===== src/hdl/lss_pkg.sv =====
// lss_pkg: shared types and codes for the lifo stack with search
// used by lifo_stack_search_core, lss_ctrl and the checker
// no dependencies

package lss_pkg;

    // operation codes carried in the func field
    localparam logic [1:0] FN_PUSH   = 2'd0;
    localparam logic [1:0] FN_POP    = 2'd1;
    localparam logic [1:0] FN_SEARCH = 2'd2;

    // result status codes
    localparam logic [1:0] ST_DONE  = 2'd0;
    localparam logic [1:0] ST_EMPTY = 2'd1;
    localparam logic [1:0] ST_FULL  = 2'd2;

    localparam int WORD_W = 32;
    localparam int OCC_W  = 5;

    // one request item
    typedef struct packed {
        logic [1:0]               func;
        logic signed [WORD_W-1:0] value;
    } t_in_item;

    // one result item
    typedef struct packed {
        logic [1:0]               status;
        logic signed [WORD_W-1:0] popped;
        logic                     found;
        logic [OCC_W-1:0]         occupancy;
    } t_out_item;

    // sequencer states
    typedef enum logic [3:0] {
        S_IDLE = 4'b0001,
        S_POP  = 4'b0010,
        S_SCAN = 4'b0100,
        S_RESP = 4'b1000
    } t_state;

endpackage


===== src/hdl/lifo_stack_search_core.sv =====
// lifo_stack_search_core: top level of the bounded lifo stack with search
// depends on lss_pkg, lss_ctrl and lss_ram

// A bounded last-in-first-out stack of STACK_DEPTH signed 32-bit words held
// in a single-port-read ram, taking one request item at a time. A push goes
// straight from acceptance to the result state, a pop via the pop state and a
// search via the scan state, comparing 1 up to the fill count of entries (at
// most STACK_DEPTH): one comparator checks one ram word per cycle from the top
// down and stops at the first match. Requests on empty or full stacks and the
// unused func code go straight to the result state. A finished result sits in
// an output register so the next request can be accepted while it waits.
// Occupancy reports the low 5 bits of the fill count. No clearing pass is
// needed after reset: the stack starts empty and only pushed words are read.

module lifo_stack_search_core #(
    parameter int STACK_DEPTH = 16
) (
    input  logic               i_clk,
    input  logic               i_rst_n,
    input  logic               i_in_valid,
    output logic               o_in_stall,
    input  lss_pkg::t_in_item  i_in_item,
    output logic               o_out_valid,
    input  logic               i_out_stall,
    output lss_pkg::t_out_item o_out_item
);

    logic               busy;
    logic               res_valid;
    lss_pkg::t_out_item res;
    logic               res_take;
    logic               r_out_valid;
    lss_pkg::t_out_item r_out_item;

    lss_ctrl #(
        .STACK_DEPTH (STACK_DEPTH)
    ) u_ctrl (
        .i_clk       (i_clk),
        .i_rst_n     (i_rst_n),
        .i_in_valid  (i_in_valid),
        .i_in_item   (i_in_item),
        .o_busy      (busy),
        .o_res_valid (res_valid),
        .o_res       (res),
        .i_res_take  (res_take)
    );

    // output register takes a result when empty or being drained
    assign res_take = !r_out_valid || !i_out_stall;

    always_ff @(posedge i_clk) begin
        if (!i_rst_n) begin
            r_out_valid <= 1'b0;
        end else if (res_take) begin
            r_out_valid <= res_valid;
        end
    end

    always_ff @(posedge i_clk) begin
        if (res_take && res_valid) begin
            r_out_item <= res;
        end
    end

    assign o_in_stall  = busy;
    assign o_out_valid = r_out_valid;
    assign o_out_item  = r_out_item;

endmodule


===== src/hdl/lss_ram.sv =====
// lss_ram: generic single-write, single-read ram with registered read data
// no package dependencies

module lss_ram #(
    parameter int WIDTH = 32,
    parameter int DEPTH = 16
) (
    input  logic                                      i_clk,
    input  logic                                      i_wr_en,
    input  logic [(DEPTH > 1 ? $clog2(DEPTH) : 1)-1:0] i_wr_addr,
    input  logic [WIDTH-1:0]                          i_wr_data,
    input  logic                                      i_rd_en,
    input  logic [(DEPTH > 1 ? $clog2(DEPTH) : 1)-1:0] i_rd_addr,
    output logic [WIDTH-1:0]                          o_rd_data
);

    logic [WIDTH-1:0] r_mem [DEPTH];
    logic [WIDTH-1:0] r_rd_data;

    // write port
    always_ff @(posedge i_clk) begin
        if (i_wr_en) begin
            r_mem[i_wr_addr] <= i_wr_data;
        end
    end

    // registered read port
    always_ff @(posedge i_clk) begin
        if (i_rd_en) begin
            r_rd_data <= r_mem[i_rd_addr];
        end
    end

    assign o_rd_data = r_rd_data;

endmodule


===== src/hdl/lss_ctrl.sv =====
// lss_ctrl: request sequencer, fill count and the shared key comparator
// depends on lss_pkg and lss_ram

module lss_ctrl #(
    parameter int STACK_DEPTH = 16
) (
    input  logic              i_clk,
    input  logic              i_rst_n,
    input  logic              i_in_valid,
    input  lss_pkg::t_in_item i_in_item,
    output logic              o_busy,
    output logic              o_res_valid,
    output lss_pkg::t_out_item o_res,
    input  logic              i_res_take
);

    localparam int AW = (STACK_DEPTH > 1) ? $clog2(STACK_DEPTH) : 1;
    localparam int FW = $clog2(STACK_DEPTH + 1);

    lss_pkg::t_state r_state, n_state;
    logic [FW-1:0]   r_fill, n_fill;
    logic [AW-1:0]   r_idx, n_idx;
    logic signed [lss_pkg::WORD_W-1:0] r_key, n_key;
    logic signed [lss_pkg::WORD_W-1:0] r_popped, n_popped;
    logic [1:0]      r_status, n_status;
    logic            r_found, n_found;

    logic                         wr_en;
    logic                         rd_en;
    logic [AW-1:0]                rd_addr;
    logic [lss_pkg::WORD_W-1:0]   rd_data;
    logic [FW-1:0]                fill_m1;
    logic [AW-1:0]                idx_m1;
    logic                         full;
    logic                         empty;
    logic                         hit;

    assign fill_m1 = r_fill - 1'b1;
    assign idx_m1  = r_idx - 1'b1;
    assign full    = (r_fill == FW'(STACK_DEPTH));
    assign empty   = (r_fill == '0);

    // shared comparator: one stored entry against the key per cycle
    assign hit = (rd_data == r_key);

    lss_ram #(
        .WIDTH (lss_pkg::WORD_W),
        .DEPTH (STACK_DEPTH)
    ) u_ram (
        .i_clk     (i_clk),
        .i_wr_en   (wr_en),
        .i_wr_addr (r_fill[AW-1:0]),
        .i_wr_data (i_in_item.value),
        .i_rd_en   (rd_en),
        .i_rd_addr (rd_addr),
        .o_rd_data (rd_data)
    );

    // sequencer next state
    always_comb begin
        n_state  = r_state;
        n_fill   = r_fill;
        n_idx    = r_idx;
        n_key    = r_key;
        n_popped = r_popped;
        n_status = r_status;
        n_found  = r_found;
        wr_en    = 1'b0;
        rd_en    = 1'b0;
        rd_addr  = fill_m1[AW-1:0];
        unique case (r_state)
            lss_pkg::S_IDLE: begin
                if (i_in_valid) begin
                    n_key    = i_in_item.value;
                    n_popped = '0;
                    n_found  = 1'b0;
                    n_status = lss_pkg::ST_DONE;
                    n_state  = lss_pkg::S_RESP;
                    priority if (i_in_item.func == lss_pkg::FN_PUSH) begin
                        if (full) begin
                            n_status = lss_pkg::ST_FULL;
                        end else begin
                            wr_en  = 1'b1;
                            n_fill = r_fill + 1'b1;
                        end
                    end else if (i_in_item.func == lss_pkg::FN_POP) begin
                        if (empty) begin
                            n_status = lss_pkg::ST_EMPTY;
                        end else begin
                            rd_en   = 1'b1;
                            n_fill  = fill_m1;
                            n_state = lss_pkg::S_POP;
                        end
                    end else if (i_in_item.func == lss_pkg::FN_SEARCH) begin
                        if (empty) begin
                            n_status = lss_pkg::ST_EMPTY;
                        end else begin
                            rd_en   = 1'b1;
                            n_idx   = fill_m1[AW-1:0];
                            n_state = lss_pkg::S_SCAN;
                        end
                    end else begin
                        // unused code: no operation
                        n_status = lss_pkg::ST_DONE;
                    end
                end
            end
            lss_pkg::S_POP: begin
                n_popped = rd_data;
                n_state  = lss_pkg::S_RESP;
            end
            lss_pkg::S_SCAN: begin
                // walk from the top entry down to entry 0
                if (hit) begin
                    n_found = 1'b1;
                    n_state = lss_pkg::S_RESP;
                end else if (r_idx == '0) begin
                    n_state = lss_pkg::S_RESP;
                end else begin
                    rd_en   = 1'b1;
                    rd_addr = idx_m1;
                    n_idx   = idx_m1;
                end
            end
            lss_pkg::S_RESP: begin
                if (i_res_take) begin
                    n_state = lss_pkg::S_IDLE;
                end
            end
            default: begin
                n_state = lss_pkg::S_IDLE;
            end
        endcase
    end

    // control registers
    always_ff @(posedge i_clk) begin
        if (!i_rst_n) begin
            r_state <= lss_pkg::S_IDLE;
            r_fill  <= '0;
        end else begin
            r_state <= n_state;
            r_fill  <= n_fill;
        end
    end

    // working registers
    always_ff @(posedge i_clk) begin
        r_idx    <= n_idx;
        r_key    <= n_key;
        r_popped <= n_popped;
        r_status <= n_status;
        r_found  <= n_found;
    end

    assign o_busy           = (r_state != lss_pkg::S_IDLE);
    assign o_res_valid      = (r_state == lss_pkg::S_RESP);
    assign o_res.status     = r_status;
    assign o_res.popped     = r_popped;
    assign o_res.found      = r_found;
    assign o_res.occupancy  = lss_pkg::OCC_W'(r_fill);

endmodule


===== config.mk =====
export PLATFORM = sky130hd
export DESIGN_NAME = lifo_stack_search_core
export DESIGN_NICKNAME = d
export VERILOG_FILES = /design/src/hdl/lss_pkg.sv /design/src/hdl/lifo_stack_search_core.sv /design/src/hdl/lss_ram.sv /design/src/hdl/lss_ctrl.sv
export SDC_FILE = /design/constraint.sdc
export NUM_CORES = 1
export LEC_CHECK = 0
export ABC_AREA = 1
export BUFFER_PORTS_ARGS = -buffer_cell sky130_fd_sc_hd__buf_2
export CAP_MARGIN = 20
export CORE_ASPECT_RATIO = 1.2
export CORE_MARGIN = 2
export CORE_UTILIZATION = 36
export DETAILED_ROUTE_END_ITERATION = 10
export GPL_TIMING_DRIVEN = 0
export PLACE_DENSITY = 0.5
export SYNTH_ARGS = -nofsm -noshare
export SYNTH_HDL_FRONTEND = slang
export SYNTH_SLANG_ARGS = --single-unit
export TNS_END_PERCENT = 30

===== constraint.sdc =====
create_clock -name i_clk -period 6.92 [get_ports i_clk]
set_clock_uncertainty 0.1 [all_clocks]
set_input_delay 0.346 -clock i_clk [delete_from_list [all_inputs] [get_ports i_clk]]
set_output_delay 0.346 -clock i_clk [all_outputs]
set_load 0.03 [all_outputs]

After elaboration in Yosys (flattened, before gate mapping)
Memories as Yosys holds them, arrays and structs flattened. A register that Yosys moved wholly into a read port is not among the register bits.
Cells that the tools add are included.
- flip-flop bits (word level): 121
- latch bits: 0
- RAM bits: 512
- ROM bits: 0
- input port bits: 38
- logic and storage cells: 102
- memories: 1
- add/sub/neg operators: 3
- multipliers: 0
- div/mod/pow operators: 0
- order comparisons: 0
- equal/unequal tests: 21
- shift-type cells: 0
- muxes and demuxes: 49
- bitwise logic cells: 0
- reduce and logical (&&, ||, !) cells: 16
- memories (name ; depth ; width ; rd ports ; clocked after Yosys merged registers in ; write ports ; RTL line ; source):
    u_ctrl.u_ram.r_mem ; 16 ; 32 ; 1 ; 1 ; 1 ; lss_ram.sv:17 ; logic [WIDTH-1:0] r_mem [DEPTH];
- operator list (cell ; count):
    4-bit 2-to-1 mux ; 19
    32-bit one-hot mux with 2 select lines ; 1
    32-bit equality test ; 1
    32-bit 2-to-1 mux ; 1
    5-bit 2-to-1 mux ; 4
    1-bit 2-to-1 mux ; 17
    2-bit != test, second input constant ; 8
    4-bit one-hot mux with 4 select lines ; 1
    4-bit one-hot mux with 2 select lines ; 1
    8-bit AND reduction ; 1
    2-bit 2-to-1 mux ; 3
    2-bit by 1-bit != test with 1-bit output, second input constant ; 3
    3-bit AND reduction ; 2
    2-bit nonzero test ; 3
    5-bit by 1-bit adder with 5-bit output, second input constant ; 1
    5-bit equality test, second input constant ; 1
    5-bit logical NOT ; 1
    5-bit AND reduction ; 1
    5-bit by 1-bit subtractor with 5-bit output, second input constant ; 1
    4-bit by 1-bit equality test with 1-bit output, second input constant ; 1
    4-bit by 2-bit equality test with 1-bit output, second input constant ; 1
    4-bit by 3-bit equality test with 1-bit output, second input constant ; 1
    4-bit equality test, second input constant ; 1
    4-bit logical NOT ; 1
    11 further kinds ; 14

Logic depth before layout (Yosys ltp)
Gate-level depths: netlist (run 1).
- depth in word-level cells: 7
- depth in mapped cells: 19

Modules after synthesis
Synthesis (run 1) repeated with hierarchy kept, for this count alone.
- cell total of the unflattened synthesis: 2528
- area total of the unflattened synthesis: 27968.1 um^2
- by module, submodules not included (module ; times used ; cells each ; area an instance (um^2) ; seq. area each (um^2)):
    lss_ram ; 1 ; 2120 ; 23050.9 ; 16335.7
    lss_ctrl ; 1 ; 362 ; 3668.5 ; 2312.2
    lifo_stack_search_core ; 1 ; 46 ; 1248.7 ; 1221.2

Worst setup path after synthesis (run 1)
No wires, ideal clock.
- path kind: register to register
- from: reg u_ctrl.r_state[3]
- to: reg u_ctrl.u_ram.r_rd_data[0] (netlist: u_ctrl.u_ram.o_rd_data[0]) (read register of u_ctrl.u_ram.r_mem) (enable)
- setup time: 0.466 ns
- arrival: 5.196 ns
- required time: 6.354 ns
- path slack: 1.158 ns
- cell stages (with the launch flop): 8
- path buffers: 0
- clock period less this slack: 5.762 ns
- path through: dfxtp_1 nor2_1 inv_1 nor3_1 inv_1 nor2_1 inv_1 o21ai_0
- cells in the longest elaborated chain, start to end: 2
- elaborated cells between the ends (all ways): 4
- classes of those cells: 2 x eq/ne; 2 x mux
- RTL lines (element ; RTL line ; source):
    start: declaration ; lss_ctrl.sv:20 ; lss_pkg::t_state r_state, n_state;
    start signal: assignment ; lss_ctrl.sv:139 ; r_state <= lss_pkg::S_IDLE;
    start signal: assignment ; lss_ctrl.sv:142 ; r_state <= n_state;
    4-bit by 3-bit equality test with 1-bit output or 4-bit by 1-bit equality test with 1-bit output (tied branches) ; lss_ctrl.sv:71 ; unique case (r_state)
    1-bit one-hot mux with 2 select lines * ; lss_ctrl.sv:71 ;
    named net u_ctrl.rd_en ; lss_ctrl.sv:29 ; logic rd_en;
    end: declaration ; lss_ram.sv:18 ; logic [WIDTH-1:0] r_rd_data;
The timed path passes the listed nets; every way through them passes the cells marked *.
A chain may end at the register's enable or synchronous reset.

Final worst setup path (run 1)
- from: reg u_ctrl.u_ram.r_rd_data[17] (netlist: u_ctrl.u_ram.o_rd_data[17]) (read register of u_ctrl.u_ram.r_mem)
- to: reg u_ctrl.u_ram.r_rd_data[5] (netlist: u_ctrl.u_ram.o_rd_data[5]) (read register of u_ctrl.u_ram.r_mem), data pin
- cells in the longest elaborated chain, start to end: 3
- elaborated cells between the ends (all ways): 5
- classes of those cells: 1 x eq/ne; 4 x mux
- RTL lines (element ; RTL line ; source):
    32-bit equality test * ; lss_ctrl.sv:44 ; assign hit = (rd_data == r_key);
    1-bit 2-to-1 mux or 4-bit 2-to-1 mux (tied branches) ; lss_ctrl.sv:114 ; if (hit) begin
    1-bit one-hot mux with 2 select lines or 4-bit 2-to-1 mux (tied branches) ; lss_ctrl.sv:71 ;
Every way passes the cells marked *; elsewhere a longest branch is shown, timed or not.

==> results of run 1 <==
## sequential cells by signal (all words and copies together), names as in the netlist
name / flops
u_ctrl.r_fill: 5
u_ctrl.u_ram.o_rd_data: 32
u_ctrl.r_status: 2
o_out_item: 40
u_ctrl.u_ram.r_mem: 512
u_ctrl.r_state: 4
o_out_valid: 1
u_ctrl.r_popped: 32
u_ctrl.r_found: 1
u_ctrl.r_key: 32
u_ctrl.r_idx: 4
## worst max path at each step
stage | startpoint | to | slack (ns) | cells after the start
after floorplan | u_ctrl.r_state[3] | u_ctrl.u_ram.o_rd_data[0] | 1.16 | 7
after global placement | u_ctrl.r_state[3] | u_ctrl.u_ram.o_rd_data[21] | -4.16 | 7
after detailed placement | u_ctrl.u_ram.o_rd_data[17] | u_ctrl.u_ram.o_rd_data[11] | 2.79 | 15
after CTS | u_ctrl.u_ram.o_rd_data[17] | u_ctrl.u_ram.o_rd_data[11] | 2.77 | 15
after global routing | u_ctrl.r_state[3] | u_ctrl.u_ram.r_mem[0][21] | 2.53 | 11
final | u_ctrl.u_ram.o_rd_data[17] | u_ctrl.u_ram.o_rd_data[5] | 2.84 | 15
## cells in the final DEF (no fill, tap or decap), types with 16 or more instances in the layout
| master | instances |
|---|---|
| sky130_fd_sc_hd__edfxtp_1 | 655 |
| sky130_fd_sc_hd__inv_1 | 324 |
| sky130_fd_sc_hd__buf_2 | 183 |
| sky130_fd_sc_hd__nand2_1 | 622 |
| sky130_fd_sc_hd__clkbuf_16 | 73 |
| sky130_fd_sc_hd__nor2_1 | 54 |
| sky130_fd_sc_hd__clkbuf_1 | 29 |
| sky130_fd_sc_hd__nand3_1 | 592 |
| sky130_fd_sc_hd__nor2_4 | 16 |
| sky130_fd_sc_hd__buf_12 | 16 |
| sky130_fd_sc_hd__xnor2_1 | 24 |
## layout make-up
class                      count  area (um^2)
sequential                   665        19900
clock inverter                27          169
multi-input combinational   1359         6280
inverter                     326         1230
fill                        7217        44200
timing repair buffer         111          970
clock buffer                  90         1890
antenna                        1         2.50
tap                         1017         1270
buffer                       135          738
## routing by layer
| metal | track usage | wire length, um | part of all wire | vias to the layer above |
|---|---|---|---|---|
| met4 | 0.0984 | 3660 | 0.043 | 0 |
| li1 | - | - | - | 8748 |
| met5 | 0 | 0 | 0 | - |
| met2 | 0.364 | 41500 | 0.49 | 705 |
| met3 | 0.0280 | 5670 | 0.066 | 165 |
| met1 | 0.273 | 34500 | 0.40 | 9258 |
## through the flow
step                      setup WS (ns)  setup TNS, ns  hold WS, ns
after floorplan                    1.16              0        0.300
after global placement            -4.16       -1389.87        0.301
after detailed placement           2.79              0        0.305
after CTS                          2.77              0      0.00800
after global routing               2.53              0       0.0445
final                              2.84              0       0.0401
## synth_stat cells (all sizes together)
cell / number / share of area
nor3: 2 / 0.00036
nor2: 72 / 0.0098
nand3: 594 / 0.11
o21a: 1 / 0.00027
xor2: 5 / 0.0016
o211ai: 1 / 0.00027
inv: 326 / 0.044
a211oi: 3 / 0.00081
o21ai: 14 / 0.0025
edfxtp: 655 / 0.70
nand4: 2 / 0.00045
dfxtp: 10 / 0.0072
nand2: 626 / 0.085
nor4: 1 / 0.00022
clkbuf: 12 / 0.0016
o2111ai: 1 / 0.00031
xnor2: 24 / 0.0075
buf: 123 / 0.025
a21oi: 7 / 0.0013
ha: 6 / 0.0027
## critical path: stages (launching register included)
cell and delay [ns]:
sky130_fd_sc_hd__edfxtp_1 0.39, sky130_fd_sc_hd__inv_1 0.20, sky130_fd_sc_hd__nand2_1 0.08, sky130_fd_sc_hd__nand2_1 0.06, sky130_fd_sc_hd__nand2_1 0.06, sky130_fd_sc_hd__nor2_1 0.28
sky130_fd_sc_hd__nand2_1 0.20, sky130_fd_sc_hd__nor2_2 0.45, sky130_fd_sc_hd__nand2_4 0.16, sky130_fd_sc_hd__nor2_1 0.12, sky130_fd_sc_hd__o21ai_1 0.12, sky130_fd_sc_hd__inv_2 0.28
sky130_fd_sc_hd__clkbuf_1 0.85, sky130_fd_sc_hd__nand3_1 0.20, sky130_fd_sc_hd__nand3_1 0.19, sky130_fd_sc_hd__nand2_1 0.09
## logic make-up after synthesis
logic type	after synthesis	synth area share
simple gates	1297	0.202
fa+ha+maj	6	0.00268
flops	665	0.710
buf+inv	461	0.0702
xor+xnor	29	0.00908
compound gates	27	0.00541
## what timing repair did
| item | CTS | global route |
|---|---|---|
| resized for setup | 0 | 0 |
| hold endpoints to repair | 8 | 0 |
| hold buffers | 6 | 0 |
| setup endpoints to repair | 0 | 0 |
## power by group through the flow
stage | Clock [W] | Sequential [W] | Combinational, W
after floorplan | 0 | 0.00476 | 0.000758
after global placement | 0 | 0.00474 | 0.00140
after detailed placement | 0 | 0.00473 | 0.00145
after CTS | 0.00357 | 0.00465 | 0.00146
after global routing | 0.00371 | 0.00465 | 0.00156
final | 0.00351 | 0.00464 | 0.00145
==> flow_results.org, run 1 <==
** STA
- Number of setup violations in the final report :: 0
- The number of hold-slack violations in the final timing report was 0.
- F_max :: 245 MHz
- Final critical delay including setup and external delays :: about 4 ns
- At the pin with the least slew margin, the transition time is 1.21 ns.
- Dividing the final minimum period by the clock period gives 0.590.
- Fin. max-slew vios :: 0
- Slew HR :: 0.194
- Setup repair after global routing left no endpoint under its margin.

** CTS
- The longest clock path from root to sink contains 3 buffers.
- Setup repair bufs after CTS :: 0
- Clk_lat worst skew :: 0.62 ns
- The tree built by TritonCTS fans out to 665 sinks.
- Htree depth :: 3
- The number of clock buffers added by TritonCTS is 68.
- TritonCTS built the clock tree.
- CTS placed an instance of sky130_fd_sc_hd__clkbuf_16 at the clock tree root.
- Clock slew at the register clock pins of the worst setup and hold paths :: 0.06 ns

** Floorplan
- The die is approximately 260 um wide.
- FP Rows :: 111
- In this run the count of I/O pins placed on the die edge is 80.
- Chip Height :: approximately 310 um
- Area of the core region :: about 77000 um^2
- The floorplan step defined a die boundary enclosing approximately 80000 um^2.
- The initial utilization of the core area, before any placement, comes to 0.365.

** Worst setup path
- The critical path is of the reg -> reg type.
- For flop-to-flop paths, the worst setup slack is 2.84 ns.
- STA classifies the critical path endpoint as a flop.
- In this run the critical register-to-register path is launched from u_ctrl.u_ram.o_rd_data[17].
- STA classifies the critical path startpoint as a flop.
- In this run the critical register-to-register path is captured at u_ctrl.u_ram.o_rd_data[5].
- The number of cells on the worst reg-to-reg path is 15.
- STA puts the critical path data required time at ~7.2 ns.
- Crit Path Max Fanout :: 10
- For the worst setup path, the data arrival time is around 4.3 ns.

** Placed design
- Standard cell area after detailed placement :: between 30000 and 40000 um^2
- Once placement completed, the tool counted placed cells totaling between 3000 and 4000.
- The wire-length estimate of the detail-placed layout is around 58 mm.
- Routability-driven placement finished with a final weighted congestion of 0.834.
- Port buffering added just under 80 buffers.

** Power
- Cell internal power was estimated by the tool at 0.00697 W.
- The completed layout was analyzed and its total power is approximately 0.0096 W.
- Comb pwr share :: 0.151
- Clock share of power :: 0.365
- Of the total power, the share spent switching nets is 0.274.
- Sequential Power Share :: 0.484
- For this design the ratio of total power to cell area is between 200 and 300 nW/um^2.
- Switching Power :: about 0.0026 W
- Peak VDD IR :: between 0.15 and 0.2 mV
- Cell leakage power :: roughly 13 nW

** Status
- Run status :: complete, no violations

** Global route
- Pin count of the biggest net entering global routing :: 24
- Total gr overflow :: 0
- The initial antenna violation count came to 3.
- The first global-routing pass estimated 123 mm of wire.
- Number of global-route vias before repair :: ~18000
- Overall routing resource usage :: 0.214

** Synth
- When the netlist entered floorplanning its net count stood at ~2500.
- Portion of the post-synthesis area used by sequential elements :: 0.710
- Each instance of the synthesized netlist takes up on average between 10 and 15 um^2.
- Cells after synthesis :: ~2500
- Number of distinct standard cells referenced by the synthesized netlist :: 30
- Post-synthesis register bit count :: 665
- Combined area of all synthesized cells :: 28000 um^2
- Synthesis Warnings :: 0

** Route
- Dividing the detail-routed wire length by the instance count gives approximately 23 um.
- For this block, the initial DRC count from the detailed router was between 1500 and 2000.
- Vias :: 18900
- Number of detailed-routing iterations run before antenna repair :: 5
- In the routed layout, each cell is associated on average with a via count of 5.06.
- Once detail routing completed, the nets flagged for antenna violations numbered 0.
- Routed wire length :: 85.4 mm
- For this run, design rule violations remaining after detail routing come to 0.

** Finish
- For this run, the post-layout net count is 2710.
- Layout cells sized above 1 :: 0.125
- At the end of the flow the core is filled with cells to 0.423.
- Number of cells in the finished layout apart from fillers :: 3731
- After routing the design area is approximately 32000 um^2.
- Compared with the post-synthesis result, the final layout area differs by 15.9%.

** Min path
- Endpoint of the worst hold-timing path :: u_ctrl.u_ram.r_mem[5][19]
- Counting instances, the worst hold path has a depth of 1.
- The tightest min-delay check is of the in -> reg type.
- Hold path start :: i_in_item[19]

** Flow run
- The tool flagged a number of max-cap violations equal to 0.
Power figures use the tool's default switching activity.
==> run 2: changes to the inputs <==
==> constraint.sdc (replaced) <==
create_clock -name i_clk -period 4.2 [get_ports i_clk]
set_clock_uncertainty 0.1 [all_clocks]
set_input_delay 0.21 -clock i_clk [delete_from_list [all_inputs] [get_ports i_clk]]
set_output_delay 0.21 -clock i_clk [all_outputs]
set_load 0.03 [all_outputs]
==> run 2 against run 1 <==
Wire length decreased by 0.17%. Worst hold slack better by 0.27 ns. Critical path depth stayed put. Combinational power rose by 68%. Die area unchanged. Sequential power is 65% higher. Critical endpoint is now u_ctrl.u_ram.o_rd_data[21]. Utilization increased by 0.57 points.
==> flow_results.org, run 2 (synthesis results as in run 1) <==
** Finish
- Number of cells in the finished layout apart from fillers :: 3769 (+1.0%)
- The final layout net count was 2747 (+1.4%).
- Layout Area Growth over Synthesis :: 17.5%
- Leaving out fill and tap cells, the most frequent cells in the layout are sky130_fd_sc_hd__edfxtp_1, sky130_fd_sc_hd__nand2_1, sky130_fd_sc_hd__nand3_1.
- Finished Cell Area :: 32900 um^2 (+1.3%)
- Sequential cell area in the final layout :: 19900 um^2 (unchanged)
- The library cell used most frequently in the layout, excluding fill and tap cells, is sky130_fd_sc_hd__edfxtp_1.
- The register with the most flip-flops in the final layout is u_ctrl.u_ram.r_mem.
- # fillers :: 7237 (+0.28%)
- The number of antenna cells inserted is 0 (-1).
- Flip-flop count of the largest register after layout :: 512 (unchanged)
- Multi-input logic area :: 6290 um^2 (about the same)
- Layout cells sized above 1 :: 0.126 (+0.00150)
- Final cell utilization of the core :: 0.429 (+0.00570)

** Worst setup path
- Crit Path Max Fanout :: 10 (unchanged)
- Reg2Reg Setup Slack :: 0.20 ns (-2.64 ns)
- The number of cells traversed by the worst register-to-register path was 15 (unchanged).
- The startpoint identified for the worst register-to-register timing path is u_ctrl.u_ram.o_rd_data[17].
- Worst setup path end :: u_ctrl.u_ram.o_rd_data[21]
- Destination of the worst register-to-register timing path :: u_ctrl.u_ram.o_rd_data[21]
- CP endpoint kind :: flop
- The data arrival at the endpoint of the critical path came to 4.26 ns (-0.08 ns).
- The worst setup path is launched from a flop.
- Startpoint-to-endpoint class of the critical path :: reg -> reg
- Required time of the worst setup path :: 4.46 ns (-2.71 ns)
- Launching element of the worst setup path :: u_ctrl.u_ram.o_rd_data[17]

** STA
- The share of the cycle needed by the critical path after routing is 0.952 (+0.362).
- Setup repair after global routing left no endpoint under its margin.
- Min setup slack post-route :: 0.201 ns (-2.64 ns)
- Number of setup violations in the final report :: 0 (unchanged)
- Fin Hold WS :: 0.306 ns (+0.266 ns)
- Fin. max-slew vios :: 0 (unchanged)
- The minimum period implied by the final worst setup slack is 4.00 ns (-0.0840 ns).
- The maximum achievable frequency came to 250 MHz (+2.1%).
- The slew at the pin closest to its max-slew limit came to 1.12 ns (-0.0849 ns).
- Slew HR :: 0.251 (+0.0566)
- Final count of hold timing violations :: 0 (unchanged)

** Power
- The combinational group share of total power came to 0.154 (+0.003).
- The share of power burned in registers is 0.482 (-0.002).
- The internal power contribution is 0.0115 W (+65%).
- The power density normalized to cell area was 483 nW/um^2 (+63%).
- Peak VDD IR :: 0.220 mV (+26%)
- Cell leakage power :: 13.2 nW (+1.4%)
- Clock share of power :: 0.364 (about the same)
- The switching share of power was 0.275 (+0.000576).
- Switching Power :: 0.00436 W (+66%)

** Placed design
- The placed instance count was 3605 (-0.055%).
- Sum of net half-perimeters after detailed placement :: 57.5 mm (-0.52%)
- The placer's final routability congestion estimate was 0.827 (-0.79%).
- Standard cell area after detailed placement :: 30300 um^2 (unchanged)
- The number of I/O port buffers was 79 (unchanged).
- Setup slack after placement :: 0.0423 ns (-2.75 ns)

** CTS
- Clock tree from TritonCTS :: yes
- Clk Tree Root Cell :: sky130_fd_sc_hd__clkbuf_16
- The worst-skew pair later-pin latency is 0.62 ns (about the same).
- The maximum clock insertion buffer count is 3 (unchanged).
- Htree depth :: 3 (unchanged)
- Clock sink count :: 665 (unchanged)
- Clock slew at the register clock pins of the worst setup and hold paths :: 0.06 ns (about the same)
- The TritonCTS buffer count was 67 (-1.5%).

** Route
- The routed via count divided by cell count was 4.99 (-1.3%).
- Vias :: 18800 (-0.29%)
- Initial DRC Count :: 1883 (+7.8%)
- Routed length per placed instance :: 22.6 um (-1.2%)
- The total wire length is 85.2 mm (-0.17%).
- Number of detailed-routing iterations run before antenna repair :: 6 (+1)
- The number of remaining DRC errors came to 0 (unchanged).
- The final antenna-violating net count was 0 (unchanged).

** Floorplan
- DIE AREA :: 79900 um^2 (unchanged)
- The floorplan row count is 111 (unchanged).
- The vertical extent of the die is 309 um (unchanged).
- Starting density of the core :: 0.365 (unchanged)
- The core region area was 76700 um^2 (unchanged).
- X dimension of the die :: 258 um (unchanged)
- Number of top-level pins :: 80 (unchanged)

** Global route
- The first-pass GRT wire length was 124 mm (+0.14%).
- Number of global-route vias before repair :: 18500 (+0.34%)
- Total gr overflow :: 0 (unchanged)
- The largest net degree at the start of global routing was 24 (unchanged).
- The initial antenna violation count is 2 (-1).
- The overall track demand over capacity in global routing is 0.214 (+0.000242).

** Min path
- The tightest min-delay check is of the reg -> reg type.

** Flow run
- Number of maximum-capacitance violations :: 0 (unchanged)

** Status
- The run finished with clean final reports.
[run 2: layout make-up]
type                            count  area share
Timing Repair Buffer              149      0.0420
Tap cell                         1017      0.0387
Multi-Input combinational cell   1359       0.191
Inverter                          326      0.0373
Sequential cell                   665       0.605
Clock buffer                       85      0.0570
Buffer                            135      0.0227
Clock inverter                     33     0.00617
[run 2: repair_timing]
action / 4_1_cts / 5_1_grt
resized for setup: 0 / 2
endpoints found under the setup margin: 0 / 222
setup buffers: 0 / 8
hold buffers: 38 / 0
hold endpoints to repair: 572 / 0
[run 2: how the worst min path moves through the flow]
| stage | startpoint | end | slack [ns] | depth (start not counted) |
|---|---|---|---|---|
| finish | u_ctrl.r_popped[16] | o_out_item[22] | 0.31 | 0 |
| global route | u_ctrl.r_popped[24] | o_out_item[30] | 0.32 | 0 |
| CTS | u_ctrl.r_popped[16] | o_out_item[22] | 0.31 | 0 |
| detailed placement | u_ctrl.r_popped[15] | o_out_item[21] | 0.30 | 0 |
| global placement | u_ctrl.r_popped[4] | o_out_item[10] | 0.30 | 0 |
| floorplan | i_rst_n | u_ctrl.r_state[0] | 0.21 | 1 |
[run 2: worst max-delay path, cell delays in order, from the launching register on]
cell and delay, ns:
sky130_fd_sc_hd__edfxtp_1 0.39, sky130_fd_sc_hd__inv_1 0.19, sky130_fd_sc_hd__nand2_1 0.08, sky130_fd_sc_hd__nand2_1 0.06
sky130_fd_sc_hd__nand2_1 0.06, sky130_fd_sc_hd__nor2_1 0.25, sky130_fd_sc_hd__nand2_1 0.19, sky130_fd_sc_hd__nor2_2 0.42
sky130_fd_sc_hd__nand2_4 0.15, sky130_fd_sc_hd__nor2_1 0.12, sky130_fd_sc_hd__o21ai_1 0.12, sky130_fd_sc_hd__inv_2 0.28
sky130_fd_sc_hd__buf_1 0.78, sky130_fd_sc_hd__nand3_1 0.27, sky130_fd_sc_hd__nand3_1 0.19, sky130_fd_sc_hd__nand2_1 0.08
[run 2: per-layer routing]
metal | GRT usage | wire [um] | share of wire | vias to the layer above
met5 | 0 | 0 | 0 | -
met4 | 0.0844 | 2850 | 0.033 | 0
met3 | 0.0298 | 5400 | 0.063 | 137
met2 | 0.371 | 42300 | 0.50 | 655
met1 | 0.272 | 34700 | 0.41 | 9197
li1 | - | - | - | 8833
[run 2: per-stage QoR]
stage               total power [W]  TNS [ns]
global route                 0.0164         0
CTS                          0.0160         0
global placement             0.0101  -1977.79
finish                       0.0159         0
floorplan                   0.00909   -120.20
detailed placement           0.0102         0
[run 2: power groups by stage]
stage	clock network, W	logic (W)	registers [W]
3_5_place_dp	0	0.00239	0.00780
4_1_cts	0.00589	0.00243	0.00765
6_report	0.00578	0.00244	0.00765
2_1_floorplan	0	0.00125	0.00784
3_3_place_gp	0	0.00232	0.00781
5_1_grt	0.00615	0.00263	0.00767
==> run 3: changes to the inputs <==
--- a/config.mk
+++ b/config.mk
@@ -6,14 +6,14 @@
 export NUM_CORES = 1
 export LEC_CHECK = 0
 export ABC_AREA = 1
-export BUFFER_PORTS_ARGS = -buffer_cell sky130_fd_sc_hd__buf_2
 export CAP_MARGIN = 20
 export CORE_ASPECT_RATIO = 1.2
 export CORE_MARGIN = 2
-export CORE_UTILIZATION = 36
+export CORE_UTILIZATION = 55
 export DETAILED_ROUTE_END_ITERATION = 10
+export DONT_BUFFER_PORTS = 1
 export GPL_TIMING_DRIVEN = 0
-export PLACE_DENSITY = 0.5
+export PLACE_DENSITY = 0.69
 export SYNTH_ARGS = -nofsm -noshare
 export SYNTH_HDL_FRONTEND = slang
 export SYNTH_SLANG_ARGS = --single-unit
==> run 3 against run 2 <==
Global-route usage up 8.4 points. Fmax up 5.4%. Sequential cell count unchanged. Sequential share of layout area up 2.0 points. Wire length down 8.7%. Final cell count down 12%. Critical endpoint is now u_ctrl.u_ram.o_rd_data[24].
==> flow_results.org, run 3 (synthesis results as in run 1) <==
** Status
- Run status :: complete, no violations

** Finish
- The register with the most flip-flops in the final layout is u_ctrl.u_ram.r_mem.
- Most common cell after layout, fill and taps aside :: sky130_fd_sc_hd__edfxtp_1
- The final layout net count was 2657 (-3.3%).
- Finished Cell Area :: 31800 um^2 (-3.2%)
- Final cell utilization of the core :: 0.633 (+0.205)
- Sequential cell area in the final layout :: 19900 um^2 (unchanged)
- Multi-input logic area :: 6290 um^2 (unchanged)
- The number of fillers in the final layout came to 3754 (-48%).
- The fraction of layout cells with a size suffix above 1 is 0.0976 (-0.0289).
- The flip-flop count of the largest register, all copies and words added came to 512 (unchanged).
- Most used cells in the layout excluding fill and tap cells :: sky130_fd_sc_hd__edfxtp_1, sky130_fd_sc_hd__nand2_1, sky130_fd_sc_hd__nand3_1
- From synthesis to final layout, the design area changed by 13.7%.

** Worst setup path
- Crit Path Max Fanout :: 10 (unchanged)
- Kind of launch point of the worst setup path :: flop
- Required time of the worst setup path :: 4.49 ns (+0.03 ns)
- The worst setup path is of the reg -> reg kind.
- CP Data Arrival Time :: 4.08 ns (-0.18 ns)
- The worst setup path is captured at a flop.

** Global route
- The first-pass GRT wire length is 115 mm (-6.9%).
- The initial antenna violation count is 2 (unchanged).
- The via count of the first global-routing pass was 18800 (+1.9%).
- Total gr overflow :: 0 (unchanged)
- Pin count of the biggest net entering global routing :: 25 (+4.2%)
- Overall routing resource usage :: 0.299 (+0.0845)

** Floorplan
- The die outline area came to 52700 um^2 (-34%).
- Starting density of the core :: 0.557 (+0.192)
- Chip Height :: 251 um (-19%)
- Number of top-level pins :: 80 (unchanged)
- The die span in x came to 210 um (-19%).
- The core region area came to 50200 um^2 (-34%).
- FP Rows :: 90 (-19%)

** STA
- Slew HR :: 0.266 (+0.0152)
- Period Utilization, post-route :: 0.903 (-0.0489)
- The aggregate negative setup slack is 0 ns (unchanged).
- Number of setup violations in the final report :: 0 (unchanged)
- The max-slew violation count was 0 (unchanged).
- F_max :: 264 MHz (+5.4%)
- Min setup slack post-route :: 0.406 ns (+0.205 ns)
- The number of hold-slack violations in the final timing report came to 0 (unchanged).
- Final critical delay including setup and external delays :: 3.79 ns (-0.205 ns)
- Transition time at the pin with the least slew margin :: 1.10 ns (-0.0228 ns)
- Setup repair after global routing left no endpoint under its margin.

** CTS
- Clock sink count :: 665 (unchanged)
- The clock input transition at the sequential cells of the worst setup and hold paths was 0.07 ns (about the same).
- Clk Tree Root Cell :: sky130_fd_sc_hd__clkbuf_16
- Maximum count of clock buffers along a single path :: 3 (unchanged)
- The H-tree level count is 2 (-1).
- CTS buffer count :: 61 (-9.0%)
- Post-cts resize count :: 0 (unchanged)
- Clock tree from TritonCTS :: yes
- Clk_lat worst skew :: 0.64 ns (+0.02 ns)

** Power
- Cell leakage power :: 12.8 nW (-3.1%)
- The power density normalized to cell area is 486 nW/um^2 (+0.70%).
- The maximum vdd ir drop came to 0.344 mV (+56%).

** Route
- The routed via count divided by cell count was 5.84 (+17%).
- Number of detailed-routing iterations run before antenna repair :: 6 (unchanged)
- The number of remaining DRC errors is 0 (unchanged).
- Routed wire length :: 77.8 mm (-8.7%)
- Vias :: 19300 (+2.7%)
- Remaining antenna violation count after routing :: 0 (unchanged)
- Initial DRC Count :: 2351 (+25%)
- The average wire per cell in the routed design is 23.5 um (+4.0%).

** Placed design
- Sum of net half-perimeters after detailed placement :: 51.9 mm (-9.7%)
- The number of I/O port buffers came to 0 (-100%).
- The placer's final routability congestion estimate came to 0.891 (+7.7%).
- The area of placed instances was 29400 um^2 (-3.0%).
- Setup slack after placement :: 0.0840 ns (+0.0417 ns)

** Min path
- Class of the tightest hold or removal check :: in -> reg

** Flow run
- The max-cap violation count is 0 (unchanged).
## run 3: cell count changes in the layout (fill, tap and decap cells not counted), sizes merged
cell | before | now
dlygate4sd3 | 38 | 40
diode | 0 | 2
bufinv | 2 | 5
inv | 326 | 328
clkdlybuf4s15 | 1 | 0
clkinv | 27 | 29
buf | 234 | 148
clkbuf | 96 | 86
## run 3: final cells by class
cell class / instances / share of cell area
timing repair buffer: 65 / 0.0288
sequential: 665 / 0.625
buffer: 135 / 0.0232
clock buffer: 74 / 0.0509
multi-input combinational: 1359 / 0.198
inverter: 326 / 0.0386
antenna: 2 / 0.000157
tap: 644 / 0.0253
clock inverter: 40 / 0.0103
## run 3: per-layer routing
metal | share of wire | vias up | GRT usage
met1 | 0.36 | 9188 | 0.376
li1 | - | 8652 | -
met3 | 0.10 | 248 | 0.0555
met5 | 0 | - | 0
met4 | 0.055 | 0 | 0.167
met2 | 0.48 | 1235 | 0.492
## run 3: worst max-delay path: stages (launching register included)
cell                       delay [ns]
sky130_fd_sc_hd__edfxtp_1        0.39
sky130_fd_sc_hd__inv_1           0.09
sky130_fd_sc_hd__nand2_1         0.05
sky130_fd_sc_hd__nand2_1         0.05
sky130_fd_sc_hd__nand2_1         0.06
sky130_fd_sc_hd__nor2_1          0.32
sky130_fd_sc_hd__nand2_1         0.23
sky130_fd_sc_hd__nor2_2          0.27
sky130_fd_sc_hd__nand2_4         0.11
sky130_fd_sc_hd__nor2_1          0.11
sky130_fd_sc_hd__o21ai_1         0.11
sky130_fd_sc_hd__inv_2           0.27
sky130_fd_sc_hd__clkbuf_1        0.85
sky130_fd_sc_hd__nand3_1         0.29
sky130_fd_sc_hd__nand3_1         0.16
sky130_fd_sc_hd__nand2_1         0.05
## run 3: where the power goes
group          internal (W)  switching [W]
Clock               0.00304        0.00244
Sequential          0.00759       0.000119
Combinational      0.000609        0.00167
## run 3: path summary, 6_finish.rpt
check                                                   to  cells past startpoint  slack [ns]                       start
worst max-delay path            u_ctrl.u_ram.o_rd_data[24]                     15        0.41  u_ctrl.u_ram.o_rd_data[21]
worst min-delay path                           o_out_valid                      3        0.29                 i_out_stall
worst max register to register  u_ctrl.u_ram.o_rd_data[24]                     15        0.41  u_ctrl.u_ram.o_rd_data[21]
worst min register to register              o_out_item[35]                      0        0.32         u_ctrl.r_popped[29]
## run 3: per-stage QoR
| stage | instances | total power [W] | hold slack (ns) |
|---|---|---|---|
| after global routing | 3308 | 0.0159 | 0.300 |
| after detailed placement | 3150 | 0.00995 | 0.210 |
| after CTS | 3304 | 0.0154 | 0.276 |
| after global placement | 3129 | 0.00987 | 0.210 |
| after floorplan | 2485 | 0.00909 | 0.209 |
| final | 3310 | 0.0155 | 0.295 |
## run 3: repair_timing
item,4_1_cts,5_1_grt
endpoints found under the hold margin,592,0
buffers inserted,0,4
endpoints found under the setup margin,0,284
hold buffers,40,0
